$ cat config.mk
export PLATFORM = sky130hd
export DESIGN_NAME = incremental_pid_controller_top
export DESIGN_NICKNAME = d
export VERILOG_FILES = /design/src/rtl/pidc_pkg.sv /design/src/rtl/pidc_err.sv /design/src/rtl/pidc_mac.sv /design/src/rtl/pidc_acc.sv /design/src/rtl/incremental_pid_controller_top.sv
export SDC_FILE = /design/constraint.sdc
export NUM_CORES = 2
export LEC_CHECK = 0
export ABC_AREA = 0
export BUFFER_PORTS_ARGS = -buffer_cell sky130_fd_sc_hd__buf_2
export CAP_MARGIN = 20
export CORE_ASPECT_RATIO = 1.75
export CORE_MARGIN = 2
export CORE_UTILIZATION = 55
export CTS_BUF_LIST = sky130_fd_sc_hd__clkbuf_8
export CTS_CLUSTER_DIAMETER = 80
export DETAILED_ROUTE_END_ITERATION = 6
export GPL_TIMING_DRIVEN = 0
export PLACE_DENSITY = 0.78
export SYNTH_ARGS = -nofsm -noshare
export SYNTH_HDL_FRONTEND = slang
export SYNTH_HIERARCHICAL = 1
export SYNTH_SLANG_ARGS = --single-unit
$ cat constraint.sdc
create_clock -name clk -period 9 [get_ports clk]
set_clock_uncertainty 0.1 [all_clocks]
set_input_delay 0.9 -clock clk [delete_from_list [all_inputs] [get_ports clk]]
set_output_delay 0.9 -clock clk [all_outputs]
set_load 0.02 [all_outputs]
$ cat src/rtl/pidc_pkg.sv
// ----------------------------------------------------------------------------
// pidc_pkg: shared types and constants of the incremental PID controller
// Field widths, register indexes, the configuration bundle and the
// pipeline load strobes that travel between the controller's modules.
// ----------------------------------------------------------------------------
package pidc_pkg;

	// Field and datapath widths.
	localparam int SAMPLE_W  = 16;  // target and measured samples
	localparam int ERR_W     = 17;  // target - measured
	localparam int DP_W      = 18;  // error - previous error
	localparam int DD_W      = 19;  // error - 2*previous + older
	localparam int GAIN_W    = 16;  // signed Q8.8 gains
	localparam int ILIM_W    = 16;  // integral clamp
	localparam int INC_LIM_W = 39;  // increment clamp, Q.8
	localparam int PROD_W    = 35;  // widest gain product
	localparam int SUM_W     = 37;  // sum of the three products
	localparam int INC_W     = 40;  // sum and limit compared side by side
	localparam int ACC_W     = 48;  // output accumulator, Q.8
	localparam int CFG_IDX_W = 3;

	// Configuration register indexes.
	localparam logic [CFG_IDX_W-1:0] REG_GAIN_P  = 3'd0;
	localparam logic [CFG_IDX_W-1:0] REG_GAIN_I  = 3'd1;
	localparam logic [CFG_IDX_W-1:0] REG_GAIN_D  = 3'd2;
	localparam logic [CFG_IDX_W-1:0] REG_INT_LIM = 3'd3;
	localparam logic [CFG_IDX_W-1:0] REG_INC_LIM = 3'd4;

	// Accumulator saturation bounds.
	localparam logic signed [ACC_W-1:0] ACC_MAX = {1'b0, {(ACC_W-1){1'b1}}};
	localparam logic signed [ACC_W-1:0] ACC_MIN = {1'b1, {(ACC_W-1){1'b0}}};

	// Configuration registers as seen by the datapath.
	typedef struct packed {
		logic signed [GAIN_W-1:0] gain_p;
		logic signed [GAIN_W-1:0] gain_i;
		logic signed [GAIN_W-1:0] gain_d;
		logic [ILIM_W-1:0]        int_lim;
		logic [INC_LIM_W-1:0]     inc_lim;
	} cfg_t;

	// Load strobes for each pipeline register.
	typedef struct packed {
		logic ld_s2;
		logic ld_s3;
		logic ld_s4;
		logic ld_out;
	} pipe_ctrl_t;

endpackage

$ cat src/rtl/pidc_err.sv
// ----------------------------------------------------------------------------
// pidc_err: error terms and error history
// Forms the error of a sample and its proportional, clamped integral and
// derivative differences, and shifts the two-deep error history.
// ----------------------------------------------------------------------------
module pidc_err (
	input  logic                                  clk,
	input  logic                                  arst_n,
	input  pidc_pkg::pipe_ctrl_t                  ctrl,
	input  pidc_pkg::cfg_t                        cfg,
	input  logic signed [pidc_pkg::SAMPLE_W-1:0]  target_s1,
	input  logic signed [pidc_pkg::SAMPLE_W-1:0]  measured_s1,
	output logic signed [pidc_pkg::DP_W-1:0]      dp_s2,
	output logic signed [pidc_pkg::ERR_W-1:0]     di_s2,
	output logic signed [pidc_pkg::DD_W-1:0]      dd_s2
);

	logic signed [pidc_pkg::ERR_W-1:0]  prev_err_q;
	logic signed [pidc_pkg::ERR_W-1:0]  older_err_q;
	logic signed [pidc_pkg::ERR_W-1:0]  err;
	logic signed [pidc_pkg::ERR_W:0]    err_x;
	logic signed [pidc_pkg::ERR_W:0]    lim_x;
	logic signed [pidc_pkg::ERR_W-1:0]  di;
	logic signed [pidc_pkg::DP_W-1:0]   dp;
	logic signed [pidc_pkg::DD_W-1:0]   dd;

	// Error and its differences against the history.
	assign err   = pidc_pkg::ERR_W'(target_s1) - pidc_pkg::ERR_W'(measured_s1);
	assign dp    = pidc_pkg::DP_W'(err) - pidc_pkg::DP_W'(prev_err_q);
	assign dd    = pidc_pkg::DD_W'(err) - (pidc_pkg::DD_W'(prev_err_q) <<< 1)
	             + pidc_pkg::DD_W'(older_err_q);

	// Clamp the error to the symmetric integral limit.
	assign err_x = (pidc_pkg::ERR_W+1)'(err);
	assign lim_x = (pidc_pkg::ERR_W+1)'(cfg.int_lim);

	always_comb begin
		if (err_x > lim_x) begin
			di = pidc_pkg::ERR_W'(lim_x);
		end else if (err_x < -lim_x) begin
			di = pidc_pkg::ERR_W'(-lim_x);
		end else begin
			di = err;
		end
	end

	// Error history shifts once per sample.
	always_ff @(posedge clk or negedge arst_n) begin
		if (!arst_n) begin
			prev_err_q  <= '0;
			older_err_q <= '0;
		end else if (ctrl.ld_s2) begin
			prev_err_q  <= err;
			older_err_q <= prev_err_q;
		end
	end

	// Stage 2 payload.
	always_ff @(posedge clk) begin
		if (ctrl.ld_s2) begin
			dp_s2 <= dp;
			di_s2 <= di;
			dd_s2 <= dd;
		end
	end

endmodule

$ cat src/rtl/pidc_mac.sv
// ----------------------------------------------------------------------------
// pidc_mac: gain products and clamped increment
// Multiplies each term by its gain in one stage, then sums the products and
// clamps the sum to the symmetric increment limit in the next.
// ----------------------------------------------------------------------------
module pidc_mac (
	input  logic                                clk,
	input  pidc_pkg::pipe_ctrl_t                ctrl,
	input  pidc_pkg::cfg_t                      cfg,
	input  logic signed [pidc_pkg::DP_W-1:0]    dp_s2,
	input  logic signed [pidc_pkg::ERR_W-1:0]   di_s2,
	input  logic signed [pidc_pkg::DD_W-1:0]    dd_s2,
	output logic signed [pidc_pkg::SUM_W-1:0]   inc_s4
);

	logic signed [pidc_pkg::PROD_W-1:0] prod_p;
	logic signed [pidc_pkg::PROD_W-1:0] prod_i;
	logic signed [pidc_pkg::PROD_W-1:0] prod_d;
	logic signed [pidc_pkg::PROD_W-1:0] prod_p_s3;
	logic signed [pidc_pkg::PROD_W-1:0] prod_i_s3;
	logic signed [pidc_pkg::PROD_W-1:0] prod_d_s3;
	logic signed [pidc_pkg::SUM_W-1:0]  sum;
	logic signed [pidc_pkg::INC_W-1:0]  sum_x;
	logic signed [pidc_pkg::INC_W-1:0]  lim_x;
	logic signed [pidc_pkg::SUM_W-1:0]  inc;

	// Three parallel gain multipliers.
	assign prod_p = cfg.gain_p * dp_s2;
	assign prod_i = cfg.gain_i * di_s2;
	assign prod_d = cfg.gain_d * dd_s2;

	always_ff @(posedge clk) begin
		if (ctrl.ld_s3) begin
			prod_p_s3 <= prod_p;
			prod_i_s3 <= prod_i;
			prod_d_s3 <= prod_d;
		end
	end

	// Exact sum, then clamp to the increment limit. A clamped value is
	// smaller than the sum in magnitude, so it fits the sum width.
	assign sum   = pidc_pkg::SUM_W'(prod_p_s3) + pidc_pkg::SUM_W'(prod_i_s3)
	             + pidc_pkg::SUM_W'(prod_d_s3);
	assign sum_x = pidc_pkg::INC_W'(sum);
	assign lim_x = pidc_pkg::INC_W'(cfg.inc_lim);

	always_comb begin
		if (sum_x > lim_x) begin
			inc = pidc_pkg::SUM_W'(lim_x);
		end else if (sum_x < -lim_x) begin
			inc = pidc_pkg::SUM_W'(-lim_x);
		end else begin
			inc = sum;
		end
	end

	always_ff @(posedge clk) begin
		if (ctrl.ld_s4) begin
			inc_s4 <= inc;
		end
	end

endmodule

$ cat src/rtl/pidc_acc.sv
// ----------------------------------------------------------------------------
// pidc_acc: saturating output accumulator
// Adds the clamped increment to the accumulator, saturating at its signed
// range. The accumulator is also the output register.
// ----------------------------------------------------------------------------
module pidc_acc (
	input  logic                                clk,
	input  logic                                arst_n,
	input  pidc_pkg::pipe_ctrl_t                ctrl,
	input  logic signed [pidc_pkg::SUM_W-1:0]   inc_s4,
	output logic signed [pidc_pkg::ACC_W-1:0]   acc_q
);

	logic signed [pidc_pkg::ACC_W:0]   acc_sum;
	logic signed [pidc_pkg::ACC_W-1:0] acc_nxt;

	// One guard bit shows overflow in either direction.
	assign acc_sum = (pidc_pkg::ACC_W+1)'(acc_q) + (pidc_pkg::ACC_W+1)'(inc_s4);

	always_comb begin
		if (acc_sum[pidc_pkg::ACC_W] == acc_sum[pidc_pkg::ACC_W-1]) begin
			acc_nxt = acc_sum[pidc_pkg::ACC_W-1:0];
		end else if (acc_sum[pidc_pkg::ACC_W]) begin
			acc_nxt = pidc_pkg::ACC_MIN;
		end else begin
			acc_nxt = pidc_pkg::ACC_MAX;
		end
	end

	always_ff @(posedge clk or negedge arst_n) begin
		if (!arst_n) begin
			acc_q <= '0;
		end else if (ctrl.ld_out) begin
			acc_q <= acc_nxt;
		end
	end

endmodule

$ cat src/rtl/incremental_pid_controller_top.sv
// ----------------------------------------------------------------------------
// incremental_pid_controller_top: incremental (velocity-form) PID controller
// Takes target and measured samples, forms a clamped, gain-weighted
// increment and accumulates it into a saturating 48-bit Q.8 output.
//
// Channel  Direction  Handshake                      Payload
// s_axis   in         s_axis_tvalid/s_axis_tready    target, measured
// m_axis   out        m_axis_tvalid/m_axis_tready    control_out
// cfg      in         cfg_valid/cfg_ready            cfg_addr, cfg_data
//
// One sample is accepted per cycle while no stalled output backs up the stages.
// A result passes the input register and then the error terms, gain products,
// sum and clamp, and the accumulator add. The error history and the
// accumulator each close their feedback loop around their own register.
// Reset clears the configuration, valid flags, error history and accumulator, not the data.
// Each stage holds while the next one is full and not moving, so a stalled
// output still lets requests fill the empty stages in front of it.
// ----------------------------------------------------------------------------
module incremental_pid_controller_top (
	input  logic                              clk,
	input  logic                              arst_n,
	input  logic                              s_axis_tvalid,
	output logic                              s_axis_tready,
	input  logic [31:0]                       s_axis_tdata,  // target, measured
	output logic                              m_axis_tvalid,
	input  logic                              m_axis_tready,
	output logic [pidc_pkg::ACC_W-1:0]        m_axis_tdata,  // control_out
	input  logic                              cfg_valid,
	output logic                              cfg_ready,
	input  logic [pidc_pkg::CFG_IDX_W-1:0]    cfg_addr,
	input  logic [pidc_pkg::INC_LIM_W-1:0]    cfg_data
);

	pidc_pkg::cfg_t       cfg_q;
	pidc_pkg::pipe_ctrl_t ctrl;

	logic v_s1, v_s2, v_s3, v_s4, out_valid_q;
	logic rdy2, rdy3, rdy4, out_free;
	logic accept;

	logic signed [pidc_pkg::SAMPLE_W-1:0] target_s1;
	logic signed [pidc_pkg::SAMPLE_W-1:0] measured_s1;
	logic signed [pidc_pkg::DP_W-1:0]     dp_s2;
	logic signed [pidc_pkg::ERR_W-1:0]    di_s2;
	logic signed [pidc_pkg::DD_W-1:0]     dd_s2;
	logic signed [pidc_pkg::SUM_W-1:0]    inc_s4;
	logic signed [pidc_pkg::ACC_W-1:0]    acc_q;

	// Configuration registers.
	assign cfg_ready = 1'b1;

	always_ff @(posedge clk or negedge arst_n) begin
		if (!arst_n) begin
			cfg_q <= '0;
		end else if (cfg_valid) begin
			case (cfg_addr)
				pidc_pkg::REG_GAIN_P:  cfg_q.gain_p  <= cfg_data[pidc_pkg::GAIN_W-1:0];
				pidc_pkg::REG_GAIN_I:  cfg_q.gain_i  <= cfg_data[pidc_pkg::GAIN_W-1:0];
				pidc_pkg::REG_GAIN_D:  cfg_q.gain_d  <= cfg_data[pidc_pkg::GAIN_W-1:0];
				pidc_pkg::REG_INT_LIM: cfg_q.int_lim <= cfg_data[pidc_pkg::ILIM_W-1:0];
				pidc_pkg::REG_INC_LIM: cfg_q.inc_lim <= cfg_data;
				default: ;
			endcase
		end
	end

	// Per-stage flow control: a stage loads when it is empty or draining.
	assign out_free      = !out_valid_q || m_axis_tready;
	assign rdy4          = !v_s4 || out_free;
	assign rdy3          = !v_s3 || rdy4;
	assign rdy2          = !v_s2 || rdy3;
	assign s_axis_tready = !v_s1 || rdy2;
	assign accept        = s_axis_tvalid && s_axis_tready;

	// Load strobes in member order: stage 2, stage 3, stage 4, output.
	assign ctrl = {v_s1 && rdy2, v_s2 && rdy3, v_s3 && rdy4, v_s4 && out_free};

	always_ff @(posedge clk or negedge arst_n) begin
		if (!arst_n) begin
			v_s1        <= 1'b0;
			v_s2        <= 1'b0;
			v_s3        <= 1'b0;
			v_s4        <= 1'b0;
			out_valid_q <= 1'b0;
		end else begin
			if (s_axis_tready) begin
				v_s1 <= s_axis_tvalid;
			end
			if (rdy2) begin
				v_s2 <= v_s1;
			end
			if (rdy3) begin
				v_s3 <= v_s2;
			end
			if (rdy4) begin
				v_s4 <= v_s3;
			end
			if (out_free) begin
				out_valid_q <= v_s4;
			end
		end
	end

	// Input register.
	always_ff @(posedge clk) begin
		if (accept) begin
			target_s1   <= s_axis_tdata[15:0];
			measured_s1 <= s_axis_tdata[31:16];
		end
	end

	pidc_err u_err (
		.clk         (clk),
		.arst_n      (arst_n),
		.ctrl        (ctrl),
		.cfg         (cfg_q),
		.target_s1   (target_s1),
		.measured_s1 (measured_s1),
		.dp_s2       (dp_s2),
		.di_s2       (di_s2),
		.dd_s2       (dd_s2)
	);

	pidc_mac u_mac (
		.clk    (clk),
		.ctrl   (ctrl),
		.cfg    (cfg_q),
		.dp_s2  (dp_s2),
		.di_s2  (di_s2),
		.dd_s2  (dd_s2),
		.inc_s4 (inc_s4)
	);

	pidc_acc u_acc (
		.clk    (clk),
		.arst_n (arst_n),
		.ctrl   (ctrl),
		.inc_s4 (inc_s4),
		.acc_q  (acc_q)
	);

	assign m_axis_tvalid = out_valid_q;
	assign m_axis_tdata  = acc_q;

endmodule

Word-level counts from Yosys, hierarchy flattened --
Cells that the tools add are included.
Operators by class: add/subtract/negate cells 9, multiply operators 3, order comparisons 4, equal/unequal tests 5, muxes and demuxes 6, reduce and logical (&&, ||, !) cells 21
Operators with widths (count):
- 2-to-1 mux 48 bit | 2
- 2-to-1 mux 37 bit | 2
- adder 48 x 37 -> 49 bit | 1
- > comparator 37 x 40 -> 1 bit | 1
- less-than comparator 37 x 40 -> 1 bit | 1
- negation 39 -> 40 bit | 1
- adder 35 x 35 -> 36 bit | 1
- adder 34 x 33 -> 35 bit | 1
- multiplier 16 x 19 -> 35 bit | 1
- multiplier 16 x 18 -> 34 bit | 1
- multiplier 16 x 17 -> 33 bit | 1
- adder 19 x 17 -> 19 bit | 1
- subtractor 17 x 18 -> 19 bit | 1
- less-than comparator 17 x 18 -> 1 bit | 1
- negation 16 -> 18 bit | 1
- subtractor 17 x 17 -> 18 bit | 1
- > comparator 17 bit | 1
- 2-to-1 mux 17 bit | 1
- subtractor 16 x 16 -> 17 bit | 1
- 2-to-1 mux 16 bit | 1
- AND reduction 2 bit | 5
- equality test 3 x 2 -> 1 bit (second input constant) | 2
- logical AND 1 bit | 5
- logical NOT 1 bit | 5
- other kinds (5) | 9
Storage, ports and cells: register bits after elaboration 415, input port bits 79, output and inout bits 51, word-level logic and storage cells 71

Logic depth before layout (Yosys ltp) --
depth in word-level cells 7, depth in mapped cells 28, mapped depth without buffers 26

Hierarchy --
The synthesis kept the hierarchy.
By module, submodules not included:
- pidc_mac | instances 1, cells an instance 4489, area each 42230.5 um^2, sequential area each 4174.0 um^2
- pidc_err | instances 1, cells an instance 762, area each 7324.5 um^2, sequential area each 2472.4 um^2
- incremental_pid_controller_top | instances 1, cells an instance 276, area each 5154.9 um^2, sequential area each 3663.5 um^2
- pidc_acc | instances 1, cells an instance 634, area each 5046.1 um^2, sequential area each 1201.2 um^2

Worst setup path before layout --
Ideal clock, no wire load.
path kind register -> register, start point reg cfg_q[62] (netlist name), end point reg u_mac/prod_d_s3[31] (netlist name), data pin, library setup time 0.259 ns, arrival time 6.638 ns, required time 8.641 ns, path slack 2.003 ns, cell stages (with the launch flop) 24, path buffers 2, clock period less this slack 6.997 ns, cells stage by stage dfrtp_1 > clkbuf_1 > clkbuf_1 > nand2_1 > fa_1 > inv_1 > fa_1 > fa_1 > fa_1 > fa_1 > inv_1 > fa_1 > inv_1 > ha_1 > a21o_1 > a21o_1 > a211o_1 > a221o_1 > a31oi_1 > o21ai_0 > a2111oi_0 > o31ai_1 > a21oi_1 > xnor2_1
Between the ends: word-level cells in the longest chain between the ends 1
RTL lines:
- start, declared | line incremental_pid_controller_top.sv:34 | pidc_pkg::cfg_t cfg_q;
- multiplier 16 x 19 -> 35 bit | line pidc_mac.sv:30 | assign prod_d = cfg.gain_d * dd_s2;
- named net u_mac.prod_d (one bit) | line pidc_mac.sv:18 | logic signed [pidc_pkg::PROD_W-1:0] prod_d;
- end signal, assigned | line pidc_mac.sv:36 | prod_d_s3 <= prod_d;
- end, declared | line pidc_mac.sv:21 | logic signed [pidc_pkg::PROD_W-1:0] prod_d_s3;
The timed path passes the listed nets, and every way through them passes these cells. A chain may end at the register's enable or synchronous reset.

Final worst setup path --
start point reg cfg_q[65] (netlist name), end point reg u_mac/prod_d_s3[33] (netlist name), data pin
The elaborated chain is that of the path after synthesis.

==> results.ini <==
[routing]
via_count = 46000
wire_per_inst_um = 23.5
wl_um = 186000
drtPass1Iterations = 6
drtAntennaViolNets = 0
post_drt_via_cell_ratio = 5.83
drt_iter0_drc = 3249
drcViolationCount = 0

[yosys]
syn_area_mm2 = 0.0598
synth_adder_area_share_pct = 41.3
postSynthCellCount = 6161
ys_types = 112
synth_top_family_by_area = adder cells
ys.flop_type = edfxtp_1
yosysSeqAreaShare_pct = 19.3
synthMuxAreaShare_pct = 3.10
synth_seq_cells = 415
synth_fp_nets = 7652
async_flop_share_pct = 45.8
avgSynthCellArea_um2 = 9.70
synth-simple-area-share_pct = 13.7
synth_edf_count = 225
synth-compound-area-share_pct = 9.90
synth_xor_xnor_area_share_pct = 3.86
synth_warnings = 6

[placement]
dp_hpwl_um = 153000
place_inst = 7754
gp_congestion = 1.07
portBuffers = 128

[clock_network]
cts_root_buf = clkbuf_8
htreeDepth = 3
clock_latency_ns = 0.75
cts_setup_buffers = 0
clk_pin_slew_ns = 0.08
tritoncts = yes
cts-buffers-inserted = 68
clk_path_buf_depth = 3
cts_sinks = 415
cts_hold_buf = 0
cts.repair.resized = 0

[setup_path]
ff2ff_path_depth = 23
critPathMaxStageDelay_ns = 0.86
critPathMostFrequentCell = fa_1
rrSetupSlack_ns = 0.27
crit-reg2reg-launch = cfg_q[65]
cp-start-kind = flop
cp.required_ns = 9.33
crit_fanout = 10
crit_chain = clkbuf_1 > clkbuf_1 > nand2_1 > fa_1 > inv_1 > fa_1 > fa_1 > fa_1 > fa_1 > inv_1 > fa_1 > inv_1 > ha_1 > a21o_1 > a21o_1 > a211o_1 > a221o_1 > a31oi_1 > o21ai_0 > a2111oi_0 > o31ai_1 > a21oi_1 > xnor2_1
crit_arrival_ns = 9.06
cp_slowest_cell = a2111oi_0
path_class = reg2reg
cp-end-kind = flop
reg2reg_to = u_mac/prod_d_s3[33]

[finish]
final_cell_mix = inv_1, fa_1, nand2_1
drive_gt1_share_pct = 7.29
nFillCells = 9279
layout_commonest_cell = inv_1
fin_cells = 7885
area_growth_pct = 6.93
final_nets = 7858

[die]
top_level_ports = 130
rows = 160
chipHeight_um = 440
core-area_mm2 = 0.108
dieArea_mm2 = 0.111
die_width_um = 253
start_util_pct = 55.2

[global_routing]
grt_usage_pct = 34.0
grt_max_degree = 103
antenna_found_initial = 17
grt_pass1_vias = 48700
overflow = 0
grt_pass1_wl_um = 280000

[sta]
timing.fmax_mhz = 115
maxSlewHeadroom_pct = 27.4
fin_hold_ws_ns = 0.0742
min_period_ns = 8.73
report.final.slew_viol_count = 0
period_share_pct = 97.0
worst_pin_slew_ns = 1.09
final-setup-viol-count = 0
tns_ns = 0
rsz0062_at_grt = false
hold_violations = 0

[outcome]
status = complete, no violations

[job]
maxCapViolCount = 0

[hold_path]
hold_path.class = in2async

stage by stage:
stage / util [%] / setup WS, ns / cell area [um2]
finish: 59.0 / 0.270 / 63900
global route: 59.0 / 0.0214 / 63900
CTS: 59.0 / 0.455 / 63900
detailed placement: 57.7 / 0.482 / 62400
global placement: 57.5 / -0.687 / 62200
floorplan: - / 2.00 / 59800
routing by layer:
| layer | vias to the layer above | part of all wire [%] | GRT usage (%) |
|---|---|---|---|
| li1 | 20200 | - | - |
| met3 | 834 | 6.4 | 6.18 |
| met2 | 1960 | 50 | 58.8 |
| met4 | 10 | 12 | 34.5 |
| met5 | - | 0.033 | 0 |
| met1 | 22900 | 32 | 33.3 |
worst max-delay path by stage:
stage | slack, ns | cells after the start | start | end
after detailed placement | 0.48 | 23 | cfg_q[65] | u_mac/prod_d_s3[33]
after global routing | 0.02 | 23 | cfg_q[65] | u_mac/prod_d_s3[31]
after CTS | 0.45 | 23 | cfg_q[65] | u_mac/prod_d_s3[33]
final | 0.27 | 23 | cfg_q[65] | u_mac/prod_d_s3[33]
after floorplan | 2.00 | 23 | cfg_q[62] | u_mac/prod_d_s3[31]
after global placement | -0.69 | 7 | m_axis_tready | u_err/older_err_q[7]
registers in the layout (all words and copies together) (netlist names), 16 cells and up:
register,flops
cfg_q,103
measured_s1,16
target_s1,16
u_acc/acc_q,48
u_err/dd_s2,19
u_err/di_s2,17
u_err/dp_s2,18
u_err/older_err_q,17
u_err/prev_err_q,17
u_mac/inc_s4,37
u_mac/prod_d_s3,35
u_mac/prod_i_s3,33
u_mac/prod_p_s3,34
critical path, delay by kind of cell (launching register included):
family | cells | cell delay [ns]
adders and majority gates | 7 | 3.46
AOI/OAI and AO/OA | 9 | 2.85
buffers and inverters | 5 | 1.44
DFF | 1 | 0.34
and+or+nand+nor | 1 | 0.17
xor gates and xnor gates | 1 | 0.10
cell type report:
class / instances / area, um2 / share of cell area [%]
diodes: 4 / 10.0 / 0.0157
multi-input cells: 4370 / 43000 / 67.3
inverters: 1166 / 4380 / 6.85
flip-flops and latches: 415 / 11500 / 18.0
clock inverters: 48 / 348 / 0.544
well taps: 1458 / 1820 / 2.86
repair buffers: 136 / 825 / 1.29
plain buffers: 210 / 931 / 1.46
clock buffers: 78 / 1070 / 1.68
logic make-up (layout without fill, tap and decap cells):
| family | after synthesis | count (layout) |
|---|---|---|
| and+or+nand+nor | 1633 | 1633 |
| adders and majority gates | 1416 | 1416 |
| buffers and inverters | 1376 | 1638 |
| AOI/OAI and AO/OA | 895 | 895 |
| DFF | 415 | 415 |
| xor gates and xnor gates | 261 | 261 |
| muxes | 164 | 164 |
| other | 1 | 5 |
cells in the mapped netlist, types with 10 or more instances:
master / count / area, um2
and3_1: 21 / 131
edfxtp_1: 225 / 6760
nor3_1: 64 / 320
or3_1: 21 / 131
a21o_1: 98 / 736
xor2_1: 61 / 534
and2_1: 418 / 2620
mux2_2: 111 / 1250
buf_2: 21 / 105
inv_1: 1163 / 4370
nor2b_1: 35 / 219
clkbuf_1: 165 / 619
or2_2: 13 / 81.3
dfrtp_1: 190 / 4750
o221ai_1: 10 / 87.6
nand3_1: 42 / 210
nor4_1: 15 / 93.8
xnor2_1: 197 / 1730
fa_1: 926 / 18500
o211ai_1: 22 / 165
nor2_1: 255 / 957
o22ai_1: 17 / 106
a21oi_1: 242 / 1210
nand4_1: 52 / 325
a21boi_0: 15 / 113
mux2i_1: 39 / 390
o2bb2ai_1: 42 / 368
a211oi_1: 28 / 210
o21a_1: 49 / 368
nand2_1: 585 / 2200
buf_6: 14 / 158
o21bai_1: 30 / 225
o21ai_0: 166 / 831
o31ai_1: 13 / 97.6
a22oi_1: 16 / 120
nor3b_1: 12 / 90.1
nand2b_1: 50 / 313
mux2_4: 12 / 180
ha_1: 486 / 6080
a31oi_1: 37 / 231
Power is left out: the tool's default activity adds up to more than one toggle a clock period on the data nets, which glitch-free logic cannot reach.
